### src/sv/rhc_pkg.sv
// ----------------------------------------------------------------------------
// rhc_pkg: shared types and constants for the RGB to HSI converter
// Holds the CORDIC word widths, the arctangent table and the stage record.
// ----------------------------------------------------------------------------
`default_nettype none

package rhc_pkg;

    localparam int ACC_BITS     = 20;
    localparam int CORDIC_STEPS = 16;
    localparam int XY_W         = 28;
    localparam int HUE_W        = 12;
    localparam int SAT_W        = 13;
    localparam int SUM_W        = 10;

    localparam logic signed [XY_W-1:0] SQRT3_Q14 = 28'sd28378;

    typedef struct packed {
        logic signed [XY_W-1:0] x;
        logic signed [XY_W-1:0] y;
        logic [ACC_BITS-1:0]    acc;
    } t_cordic;

    // atan(2^-i) in units of 2^-20 turn, rounded to nearest
    function automatic logic [ACC_BITS-1:0] atan_turn(input int unsigned idx);
        logic [ACC_BITS-1:0] v;
        case (idx)
            0:       v = 20'd131072;
            1:       v = 20'd77376;
            2:       v = 20'd40884;
            3:       v = 20'd20753;
            4:       v = 20'd10417;
            5:       v = 20'd5213;
            6:       v = 20'd2607;
            7:       v = 20'd1304;
            8:       v = 20'd652;
            9:       v = 20'd326;
            10:      v = 20'd163;
            11:      v = 20'd81;
            12:      v = 20'd41;
            13:      v = 20'd20;
            14:      v = 20'd10;
            15:      v = 20'd5;
            default: v = 20'd0;
        endcase
        return v;
    endfunction

endpackage

`default_nettype wire

### src/sv/rhc_cordic_stage.sv
// ----------------------------------------------------------------------------
// rhc_cordic_stage: one CORDIC vectoring rotation
// Rotates the vector toward the x axis by atan(2^-STEP) and books the angle.
// ----------------------------------------------------------------------------
`default_nettype none

module rhc_cordic_stage #(
    parameter int STEP = 0
) (
    input  var rhc_pkg::t_cordic i_cd,
    output var rhc_pkg::t_cordic o_cd
);
    import rhc_pkg::*;

    logic signed [XY_W-1:0] xs;
    logic signed [XY_W-1:0] ys;

    assign xs = i_cd.x >>> STEP;
    assign ys = i_cd.y >>> STEP;

    always_comb begin
        if (i_cd.y > 0) begin
            o_cd.x   = i_cd.x + ys;
            o_cd.y   = i_cd.y - xs;
            o_cd.acc = i_cd.acc + atan_turn(STEP);
        end else begin
            o_cd.x   = i_cd.x - ys;
            o_cd.y   = i_cd.y + xs;
            o_cd.acc = i_cd.acc - atan_turn(STEP);
        end
    end

endmodule

`default_nettype wire

### config.mk
export PLATFORM = sky130hd
export DESIGN_NAME = rhc_cordic_stage
export DESIGN_NICKNAME = d
export VERILOG_FILES = /design/src/sv/rhc_pkg.sv /design/src/sv/rhc_cordic_stage.sv
export SDC_FILE = /design/constraint.sdc
export NUM_CORES = 1
export LEC_CHECK = 0
export ABC_AREA = 1
export BUFFER_PORTS_ARGS = -buffer_cell sky130_fd_sc_hd__buf_2
export CORE_ASPECT_RATIO = 0.9
export CORE_MARGIN = 4
export CORE_UTILIZATION = 59
export DETAILED_ROUTE_END_ITERATION = 10
export PLACE_DENSITY = 0.86
export SLEW_MARGIN = 20
export SYNTH_ARGS = -nofsm -noshare
export SYNTH_HDL_FRONTEND = slang
export SYNTH_SLANG_ARGS = --single-unit
### constraint.sdc
create_clock -name vclk -period 2.7
set_clock_uncertainty 0.1 [all_clocks]
set_input_delay 0.54 -clock vclk [all_inputs]
set_output_delay 0.54 -clock vclk [all_outputs]
set_load 0.03 [all_outputs]
==> results of run 1 <==
[through the flow]
| stage | TNS [ns] | setup WS (ns) | util [%] | area (sq um) |
|---|---|---|---|---|
| floorplan | -0.211 | -0.0940 | - | 6960 |
| global placement | -19.56 | -0.488 | 77.0 | 8800 |
| detailed placement | -20.80 | -0.512 | 77.0 | 8800 |
| CTS | -7.12 | -0.237 | 93.3 | 10700 |
[repair_timing]
action	CTS
resized for setup	409
setup endpoints to repair	56
gates cloned	5
setup buffers	25
pin swaps	88
[logic make-up after synthesis]
group	after synthesis
AND/OR/NAND/NOR	713
buffers and inverters	291
AO/OA/AOI/OAI	162
adder cells (fa/ha/maj)	94
XOR/XNOR	26
==> summary.md, run 1 <==
| Metric | Value |
|---|---|
| Status | `stopped before the end` |
| Last step reached | `global routing (5_1_grt)` |
| Stop err | `[ERROR DPL-0038] Utilization greater than 100%, impossible to legalize` |
| Library cells used by synthesis | `40` |
| Largest cells by area after synthesis | `nand2_1, ha_1, inv_1` |
| Largest net degree at the start of global routing | `17` |
| Yosys top cell area share | `~22%` |
| Cts hold-fix bufs | `0` |
| Cell Rows | `37` |
| Multiplexer area fraction after synthesis | `0%` |
| Most common cell in the netlist | `nand2_1` |
| Xor-xnor portion of the synthesized cell area | `3.30%` |
| Adder-cell share of the synthesized area | `17.5%` |
| Initial Util | `60.3%` |
| Die Height | `111 microns` |
| Net Count, Synth | `between 1000 and 1500` |
| Top post-synthesis cells by count | `nand2_1, inv_1, nand3_1, ha_1, nor2_1` |
| Compound-gate portion of the synthesized area | `14.1%` |
| Ports | `between 150 and 200` |
| # port buffers | `~120` |
| Mapped cell area | `slightly below 7000 sq um` |
| DP Cell Count | `1699` |
| Die Wd | `122 microns` |
| Syn Area/Cell | `approximately 5.4 sq um` |
| Gate Count Post-Synth | `1286` |
| Yosys top cell by area | `nand2_1` |
| Final HPWL DP | `23.1 mm` |
| Synth Area in Simple Gates | `45.9%` |
| Sequential element share of the synthesized area | `0%` |
| Largest family of logic cells by synthesized area | `simple AND/OR/NAND/NOR gates` |
| RePlAce Congestion | `1.05` |
| Ys Warns | `0` |
==> run 2: changes to the inputs <==
--- a/config.mk
+++ b/config.mk
@@ -7,11 +7,10 @@
 export LEC_CHECK = 0
 export ABC_AREA = 1
 export BUFFER_PORTS_ARGS = -buffer_cell sky130_fd_sc_hd__buf_2
-export CORE_ASPECT_RATIO = 0.9
 export CORE_MARGIN = 4
-export CORE_UTILIZATION = 59
+export CORE_UTILIZATION = 40
 export DETAILED_ROUTE_END_ITERATION = 10
-export PLACE_DENSITY = 0.86
+export PLACE_DENSITY_LB_ADDON = 0.15
 export SLEW_MARGIN = 20
 export SYNTH_ARGS = -nofsm -noshare
 export SYNTH_HDL_FRONTEND = slang
==> summary.md, run 2 <==
| Metric | Value |
|---|---|
| Fmax | `0.328 GHz` |
| DR iter-0 viols | `around 1100` |
| Worst slew margin | `71.6%` |
| Non-Filler Instances | `1853` |
| Final Net Count | `1805` |
| Commonest non-fill, non-tap cell in the layout | `nand2_1` |
| Hold WC Path Type | `in2out` |
| CP delay by family, top | `simple AND/OR/NAND/NOR gates` |
| Ys Warns | `0 (unchanged)` |
| Final Hold Viols | `0` |
| # port buffers | `118 (unchanged)` |
| Grt ovf | `0` |
| Ports | `152 (unchanged)` |
| Clkbuf count | `0` |
| Routed WL per cell | `between 15 and 20 microns` |
| Reg area | `0 sq um` |
| Failing checks | `negative setup slack` |
| Die Wd | `139 microns (+14%)` |
| GRT Total Usage | `30.1%` |
| Setup CP Type | `in2out` |
| DP Cell Count | `1777 (+4.6%)` |
| Mapped cell area | `6900 sq um (unchanged)` |
| CP bufs+invs | `4` |
| Die area | `19400 sq um` |
| Vias per cell | `5.55` |
| Final period util | `113%` |
| Remaining DRCs | `0` |
| Final worst slack | `-0.348 ns` |
| Vias | `10300` |
| Crit path time final | `3.05 ns` |
| Tightest Pin Transition | `0.425 ns` |
| Global-route wire length before repair | `48.5 mm` |
| Cell Rows | `47 (+27%)` |
| CP cell instances | `buf_8, ha_4, inv_2, fa_2, inv_2, nand2_4, o21ai_4, nand2_1, nand2_4, nand2_2, nand4_1, nand3_1, nand2_1, buf_6` |
| Yosys top cell by area | `nand2_1` |
| Synthesis-to-layout area growth | `85.6%` |
| CP Max Fanout | `4` |
| Yosys top cell area share | `22.4% (unchanged)` |
| Most common cell in the netlist | `nand2_1` |
| Fin util | `76.4%` |
| Sequential element share of the synthesized area | `0% (unchanged)` |
| Library cells used by synthesis | `40 (unchanged)` |
| Pre-Repair DR Iteration Count | `6` |
| Vias in the first global route | `9610` |
| RePlAce Congestion | `0.961 (-8.3%)` |
| Initial antenna violation count | `1` |
| Top post-synthesis cells by count | `nand2_1, inv_1, nand3_1, ha_1, nor2_1` |
| Cts hold-fix bufs | `0 (unchanged)` |
| Final HPWL DP | `23.4 mm (+1.3%)` |
| Setup crit start | `i_cd[20]` |
| Slowest Stage Delay on Critical Path | `roughly 0.4 ns` |
| Critical Path RT | `2.06 ns` |
| Most frequent cells in the layout | `nand2_1, buf_4, inv_1` |
| Post-DRT Antenna Nets | `0` |
| Core ar. | `about 17000 sq um` |
| Syn Area/Cell | `5.36 sq um (unchanged)` |
| Gate Count Post-Synth | `1286 (unchanged)` |
| Status | `finished, violations left` |
| WL final | `34.8 mm` |
| Final max-slew violation count | `0` |
| Largest net degree at the start of global routing | `13` |
| Power Total | `3670 uW` |
| Power Density | `287 nW/um^2` |
| Seq_cells | `0` |
| Slowest CP cell | `fa_2` |
| Max VDD drop | `a little under 200 uV` |
| Share of cells above drive strength 1 | `56.3%` |
| Crit path capture | `o_cd[62]` |
| Fillers | `1165` |
| Hold_ws | `about 1 ns` |
| Final setup viols | `56` |
| Die Height | `139 microns (+26%)` |
| Crit end category | `primary output` |
| DP Worst Slack | `-0.572 ns (-0.0594 ns)` |
| Largest cells by area after synthesis | `nand2_1, ha_1, inv_1` |
| WP depth | `14` |
| Max cap viols | `0` |
| CP arrival | `2.41 ns` |
| Pleak | `around 0.0066 uW` |
| Worst setup SP type | `primary input` |
| RSZ-0062 raised after global routing | `true` |
| Inserted Diodes | `0` |
| Net Count, Synth | `1456 (unchanged)` |
| Initial Util | `41.2% (-19 points)` |
[run 2: cell counts after synthesis]
No cell type changed its count.
[run 2: worst min-delay path by stage]
stage                           to  startpoint  depth (start not counted)
after floorplan           o_cd[17]    i_cd[17]                          1
after global placement    o_cd[10]    i_cd[10]                          0
after detailed placement  o_cd[10]    i_cd[10]                          0
after CTS                 o_cd[10]    i_cd[10]                          0
after global routing      o_cd[14]    i_cd[14]                          0
final                     o_cd[12]    i_cd[12]                          0
[run 2: power breakdown]
group	internal (uW)	switching, uW
logic	1550	2120
clock network	0	0
registers	0	0
[run 2: per-stage QoR]
stage | TNS [ns] | instance area [sq um]
after global routing | -14.44 | 12800
after detailed placement | -22.11 | 8990
after CTS | -7.88 | 11500
after floorplan | -0.211 | 6960
after global placement | -22.17 | 8990
final | -11.09 | 12800
[run 2: repair_timing]
action                                  4_1_cts  5_1_grt
endpoints found under the setup margin       56       56
buffers inserted                             46       28
hold endpoints to repair                      0        0
pin swaps                                   146      163
gates cloned                                  6        1
resized for setup                           539      282
[run 2: cell families after synthesis]
| group | synth area share, % |
|---|---|
| simple gates | 45.9 |
| buf+inv | 19.2 |
| compound gates | 14.1 |
| fa+ha+maj | 17.5 |
| xor+xnor | 3.30 |
[run 2: layout make-up]
class / instances / area, sq um / area share, %
Multi-Input combinational cell: 995 / 7870 / 61.5
Timing Repair Buffer: 400 / 3690 / 28.8
Inverter: 238 / 971 / 7.58
Tap cell: 220 / 275 / 2.15
[run 2: metal layers]
layer	GRT usage, %	up-vias	wire length (microns)
met1	40.1	4826	13400
met3	2.68	148	2850
li1	-	4702	-
met2	52.2	607	16700
met4	7.62	2	1750
met5	0	-	10
Note: power is estimated with default switching activity, not from simulation.
