## src/sv/rhc_div_stage.sv

```systemverilog
// ----------------------------------------------------------------------------
// rhc_div_stage: one restoring division step
// Decides one quotient bit by comparing the remainder with the shifted divisor.
// ----------------------------------------------------------------------------
`default_nettype none

module rhc_div_stage #(
    parameter int DW  = 23,
    parameter int QB  = 13,
    parameter int BIT = 0
) (
    input  var logic [DW-1:0] i_rem,
    input  var logic [10:0]   i_div,
    input  var logic [QB-1:0] i_quo,
    output var logic [DW-1:0] o_rem,
    output var logic [QB-1:0] o_quo
);
    logic [DW-1:0] vs;

    assign vs = DW'(i_div) << BIT;

    always_comb begin
        o_quo = i_quo;
        if (i_rem >= vs) begin
            o_rem      = i_rem - vs;
            o_quo[BIT] = 1'b1;
        end else begin
            o_rem = i_rem;
        end
    end

endmodule

`default_nettype wire

```

## config.mk

```make
export PLATFORM = sky130hd
export DESIGN_NAME = rhc_div_stage
export DESIGN_NICKNAME = d
export VERILOG_FILES = /design/src/sv/rhc_div_stage.sv
export SDC_FILE = /design/constraint.sdc
export NUM_CORES = 1
export LEC_CHECK = 0
export ABC_AREA = 1
export BUFFER_PORTS_ARGS = -buffer_cell sky130_fd_sc_hd__clkbuf_2
export CAP_MARGIN = 20
export CORE_ASPECT_RATIO = 0.6
export CORE_MARGIN = 4
export CORE_UTILIZATION = 52
export DETAILED_ROUTE_END_ITERATION = 12
export GPL_TIMING_DRIVEN = 0
export PLACE_DENSITY = 0.95
export SLEW_MARGIN = 20
export SYNTH_ARGS = -nofsm -noshare
export SYNTH_HDL_FRONTEND = slang
export SYNTH_SLANG_ARGS = --single-unit
```

## constraint.sdc

```tcl
create_clock -name vclk -period 2.6
set_input_delay 0.26 -clock vclk [all_inputs]
set_output_delay 0.26 -clock vclk [all_outputs]
set_load 0.02 [all_outputs]
```

Word level (Yosys, flattened, before mapping)

Cells that the tools add are included.

Magnitude comparators: 1
$add $sub $neg: 1
Muxes and demuxes: 2

Operator list:

| kind           | count |
|---|---|
| $ge 23x11->1   | 1 |
| $mux 23        | 1 |
| $sub 23x11->23 | 1 |
| $mux 1         | 1 |

Flip-flop bits (word level): 0
Input port bits: 47
Logic and storage cells: 4

Longest topological paths before layout

Gate-level depths: netlist of the first run.

Depth after elaboration: 2
Gate-level depth with buffers: 14
Gate-level depth less buffers: 14

Worst setup path after synthesis of the first run

No wires, ideal clock.

Kind: input to output
From: input port i_rem[0]
To: output port o_rem[20]
Data arrival time: 1.666 ns
Buffers on the path: 0
Stages on the path: 11
Data required time: 2.340 ns
Path slack: 0.674 ns
Cell sequence: inv_1 ha_1 inv_1 fa_1 nand2_1 nand2_1 nand2_1 nand2_1 nand2_1 nand3_1 a21oi_2

Longest elaborated chain between the ends: 2

Ends and longest elaborated chain:

| item                                                  | RTL line | source |
|---|---|---|
| start: declaration                                    | 12       | `input var logic [DW-1:0] i_rem,` |
| $sub 23x11->23 / $ge 23x11->1 (equally long branches) | 25, 24   |  |
| $mux 23 *                                             | 24       | `if (i_rem >= vs) begin` |
| end: declaration                                      | 15       | `output var logic [DW-1:0] o_rem,` |

Mark *: on every way between the ends. The rest lies on a longest branch, timed or not.

Worst setup path after layout of the first run

Same ends and word-level chain as after synthesis.

==> flow_summary.toml, run 1 <==
[status]
outcome = "completed"

[power]
leakage_nw = 1.222
ir_drop_mv = 0.1673
cellPowerDensity_mw_per_mm2 = 220.5

[job]
drv_cap = 0

[drt]
antenna_left = 0
routed_wirelength_um = 4565
drc_errors = 0
drtIter0Drc = 174
post_drt_via_cell_ratio = 4.802
wl_per_cell_um = 10.64
detailed_routing_iterations_pass_1 = 4
dr_total_vias = 2060

[setup_path]
crit_path_top_delay_cell = "fa_1"
worstSetupStartpoint = "i_rem[0]"
worst_setup_path_endpoint = "o_rem[20]"
critical_path_peak_fanout = 4
crit_arrival_ns = 2.10
crit_cells = 13
required_time_at_the_endpoint_of_the_critical_path_ns = 2.34
cp_cell_sequence = "clkbuf_2, inv_1, ha_1, inv_1, fa_1, nand2_1, nand2_1, nand2_1, nand2_1, nand2_1, nand3_1, a21oi_2, clkbuf_2"
worst_setup_path_end_kind = "output pin"
cpLargestDelayFamily = "simple AND/OR/NAND/NOR gates"
critPathMaxStageDelay_ns = 0.46
timing.critical_path.mode_cell = "nand2_1"
worst_path_bufs_invs = 4
startpoint_type = "input port"
setup.worst_path.class = "input port to output pin"

[place]
hpwlAfterDp_um = 4098
place_inst = 429
place_area_mm2 = 0.001968
gp_routability_congestion = 0.9620
port-buffer-count = 71

[synthesis]
netlist_instances = 316
yosysUniqueCellTypes = 23
syn-cell-area_mm2 = 0.001560
synth_fp_nets = 375
synthesis.area_per_instance_um2 = 4.937
synth-warning-count = 0
synth_seq_area_share_pct = 0

[die]
design.core.area_mm2 = 0.002872
die_h_um = 50.43
fp-row-count = 15
die_width_um = 78.72
start_util_pct = 54.34
die-area_mm2 = 0.003970
io_pins = 83

[final_layout]
instances_no_fill = 429
drive_above_1_share_pct = 28.17
final_net_count = 448
layout.area.seq_um2 = 0
postLayoutCellArea_mm2 = 0.001968
fillers = 307
layout.clock_buffers = 0
diode_count = 0
layout_common_cells = "nand2_1 (118), clkbuf_2 (71), inv_1 (64), nor2_1 (35), nand3_1 (21)"
area_growth_pct = 26.14
design.seq.count = 0
layout.cells.most_common = "nand2_1"

[global_routing]
grt_pass1_wl_um = 7024
antenna_found_initial = 0
grt_start_max_net_pins = 11
grt_pass1_vias = 1640
grt.total_usage_pct = 21.37
grt.overflow.total = 0

[sta]
finalHoldViolCount = 0
max_slew_headroom_pct = 75.88
grt_setup_unrepaired = "false"
timing_max_transition_violations_final = 0
report.final.setup_viol = 0
fmax_mhz = 423.6
timing.setup.tns_ns = 0
worst_pin_slew_ns = 0.3617
period_minus_slack_ns = 2.361
fin_hold_ws_ns = 0.7439
post-route-period-util_pct = 90.80

[hold_path]
hold_path_class = "input port to output pin"

[clock_network]
cts-hold-fix-buffers = 0
postCtsSetupBuffers = 0
count_of_instances_resized_after_the_clock_tree_is_built = 0
==> where the power goes <==
group | switching [mW] | total [mW] | internal [mW] | leakage [nW]
clock network | 0 | 0 | 0 | 0
logic | 0.269 | 0.434 | 0.165 | 1.22
registers | 0 | 0 | 0 | 0
==> through the flow <==
step / power (mW) / util (%) / setup WS, ns
detailed placement: 0.4309 / 68.54 / 0.2741
floorplan: 0.3045 / - / 0.6739
finish: 0.4340 / 68.54 / 0.2393
global route: 0.4752 / 68.54 / 0.1028
global placement: 0.4238 / 68.54 / 0.2940
CTS: 0.4327 / 68.54 / 0.2688
==> synthesized netlist by cell type <==
| cell type | number | area share, % |
|---|---|---|
| a21oi_1 | 8 | 2.6 |
| a21oi_2 | 4 | 2.2 |
| buf_4 | 12 | 5.8 |
| buf_6 | 2 | 1.4 |
| buf_8 | 1 | 0.96 |
| fa_1 | 1 | 1.3 |
| ha_1 | 11 | 8.8 |
| inv_1 | 64 | 15 |
| inv_2 | 1 | 0.24 |
| nand2_1 | 118 | 28 |
| nand2_2 | 4 | 1.6 |
| nand3_1 | 21 | 6.7 |
| nand3_2 | 1 | 0.64 |
| nand4_1 | 5 | 2.0 |
| nor2_1 | 35 | 8.4 |
| nor2_2 | 3 | 1.2 |
| nor3_1 | 2 | 0.64 |
| o21ai_0 | 4 | 1.3 |
| o21ai_2 | 9 | 5.1 |
| or2_1 | 1 | 0.40 |
| or2_2 | 1 | 0.40 |
| xnor2_1 | 6 | 3.4 |
| xor2_1 | 2 | 1.1 |
==> worst min-delay path by stage <==
stage / startpoint / cells after the start / end / slack [ns]
floorplan: i_quo[10] / 1 / o_quo[10] / 0.63
global route: i_quo[1] / 2 / o_quo[1] / 0.75
finish: i_quo[3] / 2 / o_quo[3] / 0.74
CTS: i_quo[1] / 2 / o_quo[1] / 0.75
global placement: i_quo[4] / 2 / o_quo[4] / 0.75
detailed placement: i_quo[1] / 2 / o_quo[1] / 0.75
==> routing by layer <==
layer | vias to the layer above | part of all wire [%] | GRT usage (%)
li1 | 1093 | - | -
met1 | 867 | 47 | 34.12
met2 | 100 | 40 | 33.10
met3 | 0 | 13 | 0.8961
met4 | 0 | 0 | 0
met5 | - | 0 | 0
==> cell families (layout without fill, tap and decap cells) <==
family          count (synthesis)  after routing  share of synthesized area [%]
fa+ha+maj                      12             12                          10.10
simple gates                  191            191                          50.44
compound gates                 25             25                          11.15
buf+inv                        80            151                          23.82
xor+xnor                        8              8                          4.491
==> layout make-up <==
class                      count  area (um2)  share of cell area (%)
buffer                        15       127.6                   6.484
tap                           42       52.55                   2.670
multi-input combinational    236        1189                   60.39
timing repair buffer          71       355.3                   18.05
inverter                      65       244.0                   12.40
Note: power is estimated with default switching activity, not from simulation.
==> inputs of run 2 (changes only) <==
--- a/config.mk
+++ b/config.mk
@@ -9,7 +9,6 @@
 export BUFFER_PORTS_ARGS = -buffer_cell sky130_fd_sc_hd__clkbuf_2
 export CAP_MARGIN = 20
 export CORE_ASPECT_RATIO = 0.6
-export CORE_MARGIN = 4
 export CORE_UTILIZATION = 52
 export DETAILED_ROUTE_END_ITERATION = 12
 export GPL_TIMING_DRIVEN = 0
==> flow_summary.toml, run 2 (synthesis gave the netlist of run 1 again) <==
[final_layout]
drive_above_1_share_pct = 28.17
multi_input_comb_area_mm2 = 0.001189
instances_no_fill = 427
diode_count = 0
fillers = 239
area_growth_pct = 25.98
layout_common_cells = "nand2_1 (118), clkbuf_2 (71), inv_1 (64), nor2_1 (35), nand3_1 (21)"
layout.cells.most_common = "nand2_1"
final_net_count = 448
layout.area.seq_um2 = 0
layout.clock_buffers = 0
design.seq.count = 0

[sta]
fmax_mhz = 419.6
grt_setup_unrepaired = "false"
max_slew_headroom_pct = 72.17
timing.setup.tns_ns = 0
finalHoldViolCount = 0
timing_max_transition_violations_final = 0
post-route-period-util_pct = 91.67
setup_ws_ns = 0.2166
worst_pin_slew_ns = 0.4175
report.final.setup_viol = 0
period_minus_slack_ns = 2.383

[die]
die_width_um = 72.72
io_pins = 83
start_util_pct = 58.60
design.core.area_mm2 = 0.002663
die-area_mm2 = 0.003231
fp-row-count = 14
die_h_um = 44.43

[job]
drv_cap = 0

[setup_path]
startpoint_type = "input port"
critical_path_peak_fanout = 4
crit_arrival_ns = 2.12
crit_cells = 13
worst_setup_path_endpoint = "o_rem[20]"
cpLargestDelayFamily = "simple AND/OR/NAND/NOR gates"
worstSetupStartpoint = "i_rem[0]"
worst_setup_path_end_kind = "output pin"
timing.critical_path.mode_cell = "nand2_1"
cp_cell_sequence = "clkbuf_2, inv_1, ha_1, inv_1, fa_1, nand2_1, nand2_1, nand2_1, nand2_1, nand2_1, nand3_1, a21oi_2, clkbuf_2"
setup.worst_path.class = "input port to output pin"
required_time_at_the_endpoint_of_the_critical_path_ns = 2.34
critPathMaxStageDelay_ns = 0.47
worst_path_bufs_invs = 4
crit_path_top_delay_cell = "fa_1"

[drt]
dr_total_vias = 2046
drc_errors = 0
wl_per_cell_um = 10.94
post_drt_via_cell_ratio = 4.792
top_layer_used = "met3"
routed_wirelength_um = 4673
detailed_routing_iterations_pass_1 = 4
drtIter0Drc = 170
antenna_left = 0
routedLengthMet1_um = 2320
dr_wl_met3_um = 459
dr_wl_met2_um = 1894

[global_routing]
grt.overflow.total = 0
grt_pass1_vias = 1666
grt_pass1_wl_um = 7307
grt.total_usage_pct = 29.13
grt_start_max_net_pins = 11
antenna_found_initial = 0

[status]
outcome = "completed"

[clock_network]
cts-hold-fix-buffers = 0
count_of_instances_resized_after_the_clock_tree_is_built = 0
postCtsSetupBuffers = 0

[place]
hpwlAfterDp_um = 4122
port-buffer-count = 71
place_inst = 427
gp_routability_congestion = 0.9433
post-place-ws_ns = 0.2728

[power]
leakage_nw = 1.222
ir_drop_mv = 0.1702
cellPowerDensity_mw_per_mm2 = 222.3

[hold_path]
hold_path_class = "input port to output pin"
## run 2: cell counts in the layout (fill, tap and decap cells not counted)
Identical to the previous run, type by type.
## run 2: stage by stage
stage | util, % | total power, mW | hold WS (ns) | instance area, um2
6_report | 73.83 | 0.4370 | 0.7440 | 1966
5_1_grt | 73.83 | 0.4827 | 0.7499 | 1966
4_1_cts | 73.83 | 0.4345 | 0.7450 | 1966
3_5_place_dp | 73.83 | 0.4327 | 0.7452 | 1966
3_3_place_gp | 73.83 | 0.4251 | 0.7442 | 1966
2_1_floorplan | - | 0.3045 | 0.6326 | 1560
## run 2: routing by layer
| metal | global-route usage (%) | up-vias |
|---|---|---|
| met1 | 47.08 | 859 |
| met5 | 0 | - |
| met2 | 44.67 | 104 |
| met3 | 0.9112 | 0 |
| li1 | - | 1083 |
| met4 | 0.3922 | 0 |
## run 2: worst min-delay path by stage
stage,end,slack (ns),start,cells past startpoint
global placement,o_quo[11],0.74,i_quo[11],2
global route,o_quo[8],0.75,i_quo[8],2
finish,o_quo[12],0.74,i_quo[12],2
CTS,o_quo[10],0.75,i_quo[10],2
floorplan,o_quo[10],0.63,i_quo[10],1
detailed placement,o_quo[10],0.75,i_quo[10],2
## run 2: power breakdown
part / internal (mW) / switching, mW
Clock: 0 / 0
Combinational: 0.165 / 0.272
Sequential: 0 / 0
## run 2: layout make-up
cell class / instances / share of cell area (%)
Timing Repair Buffer: 71 / 18.08
Inverter: 65 / 12.41
Multi-Input combinational cell: 236 / 60.47
Buffer: 15 / 6.493
Tap cell: 40 / 2.546
==> inputs of run 3 (changes only) <==
--- a/config.mk
+++ b/config.mk
@@ -9,10 +9,10 @@
 export BUFFER_PORTS_ARGS = -buffer_cell sky130_fd_sc_hd__clkbuf_2
 export CAP_MARGIN = 20
 export CORE_ASPECT_RATIO = 0.6
-export CORE_UTILIZATION = 52
+export CORE_UTILIZATION = 44
 export DETAILED_ROUTE_END_ITERATION = 12
 export GPL_TIMING_DRIVEN = 0
-export PLACE_DENSITY = 0.95
+export PLACE_DENSITY = 0.91
 export SLEW_MARGIN = 20
 export SYNTH_ARGS = -nofsm -noshare
 export SYNTH_HDL_FRONTEND = slang
==> constraint.sdc (replaced) <==
create_clock -name vclk -period 2
set_input_delay 0.2 -clock vclk [all_inputs]
set_output_delay 0.2 -clock vclk [all_outputs]
set_load 0.02 [all_outputs]
==> flow_summary.toml, run 3 (synthesis gave the netlist of run 1 again) <==
[status]
outcome = "complete, but fails checks"
violated_checks = "negative setup slack"

[setup_path]
startpoint_type = "input port"
worst_setup_path_end_kind = "output pin"
crit_path_top_delay_cell = "ha_4"
cpLargestDelayFamily = "simple AND/OR/NAND/NOR gates"
cp_cell_sequence = "clkbuf_2, inv_2, ha_4, nand2_2, nand2_2, inv_1, nand2_2, nand2_2, nand2_2, nand2_2, nand3_4, inv_8, clkbuf_16, a21oi_2, clkbuf_8"
critical_path_peak_fanout = 7
crit_arrival_ns = 1.82
setup.worst_path.class = "input port to output pin"
critPathMaxStageDelay_ns = 0.30
required_time_at_the_endpoint_of_the_critical_path_ns = 1.80
timing.critical_path.mode_cell = "nand2_2"
worst_path_bufs_invs = 6

[global_routing]
grt.overflow.total = 0
grt_pass1_vias = 1803
grt.total_usage_pct = 27.22
grt_start_max_net_pins = 11
antenna_found_initial = 0
grt_pass1_wl_um = 8004

[power]
leakage_nw = 1.380
ir_drop_mv = 0.2589
cellPowerDensity_mw_per_mm2 = 308.5

[final_layout]
area_growth_pct = 65.84
layout.area.seq_um2 = 0
layout.cells.most_common = "nand2_1"
layout.clock_buffers = 0
design.seq.count = 0
fillers = 233
final_core_utilization_pct = 77.86
drive_above_1_share_pct = 45.77
layout_common_cells = "nand2_1 (94), inv_1 (54), clkbuf_2 (52), buf_4 (31), nor2_1 (28)"
diode_count = 0
final_net_count = 463
multi_input_comb_area_mm2 = 0.001543

[sta]
report.final.setup_viol = 6
period_minus_slack_ns = 2.018
timing_max_transition_violations_final = 0
finalHoldViolCount = 0
worst_pin_slew_ns = 0.3401
post-route-period-util_pct = 100.9
max_slew_headroom_pct = 77.24
fmax_mhz = 495.5
setup_ws_ns = -0.01823
grt_setup_unrepaired = "true"
timing.setup.tns_ns = -0.04035

[die]
start_util_pct = 46.95
io_pins = 83
die_h_um = 48.13
die_width_um = 78.88
die-area_mm2 = 0.003796
design.core.area_mm2 = 0.003323
fp-row-count = 16

[place]
port-buffer-count = 71
hpwlAfterDp_um = 4161
gp_routability_congestion = 0.9636

[drt]
drtIter0Drc = 166
dr_total_vias = 2262
wl_per_cell_um = 13.66
routed_wirelength_um = 6108
detailed_routing_iterations_pass_1 = 5
antenna_left = 0
post_drt_via_cell_ratio = 5.060
drc_errors = 0

[hold_path]
hold_path_class = "input port to output pin"

[job]
drv_cap = 0

[clock_network]
cts-hold-fix-buffers = 0
run 3: area by class of cell:
type,count,area share [%]
timing repair buffer,86,22.82
inverter,65,9.913
multi-input combinational,236,59.62
tap,45,2.176
buffer,15,5.464
run 3: final timing paths:
path	from	slack, ns	end	depth (start not counted)
worst min-delay path	i_quo[7]	0.62	o_quo[7]	2
worst max-delay path	i_div[2]	-0.02	o_rem[20]	15
run 3: through the flow:
stage	power, mW	hold slack [ns]	instance area, um2	setup WS (ns)	std cells
5_1_grt	0.8548	0.6339	2587	-0.09938	447
3_3_place_gp	0.5533	0.6237	1972	-0.1849	432
6_report	0.7982	0.6231	2587	-0.01823	447
4_1_cts	0.6524	0.6243	2238	0.004572	439
2_1_floorplan	0.3959	0.5126	1560	0.1939	316
3_5_place_dp	0.5640	0.6246	1972	-0.2438	432
run 3: report_power, final:
group	internal, mW	switching [mW]
combinational	0.353	0.445
sequential	0	0
clock	0	0
run 3: what timing repair did:
item                                    CTS  global route
gates cloned                              1             2
pin swaps                                12            28
endpoints found under the setup margin   23            24
resized for setup                        44            88
buffers inserted                          6             6
run 3: routing by layer:
layer	part of all wire [%]	vias up	GRT usage, %
met2	46	130	47.65
met3	8.8	12	2.243
met5	0	-	0
li1	-	1118	-
met1	44	1002	39.10
met4	1.1	0	1.818
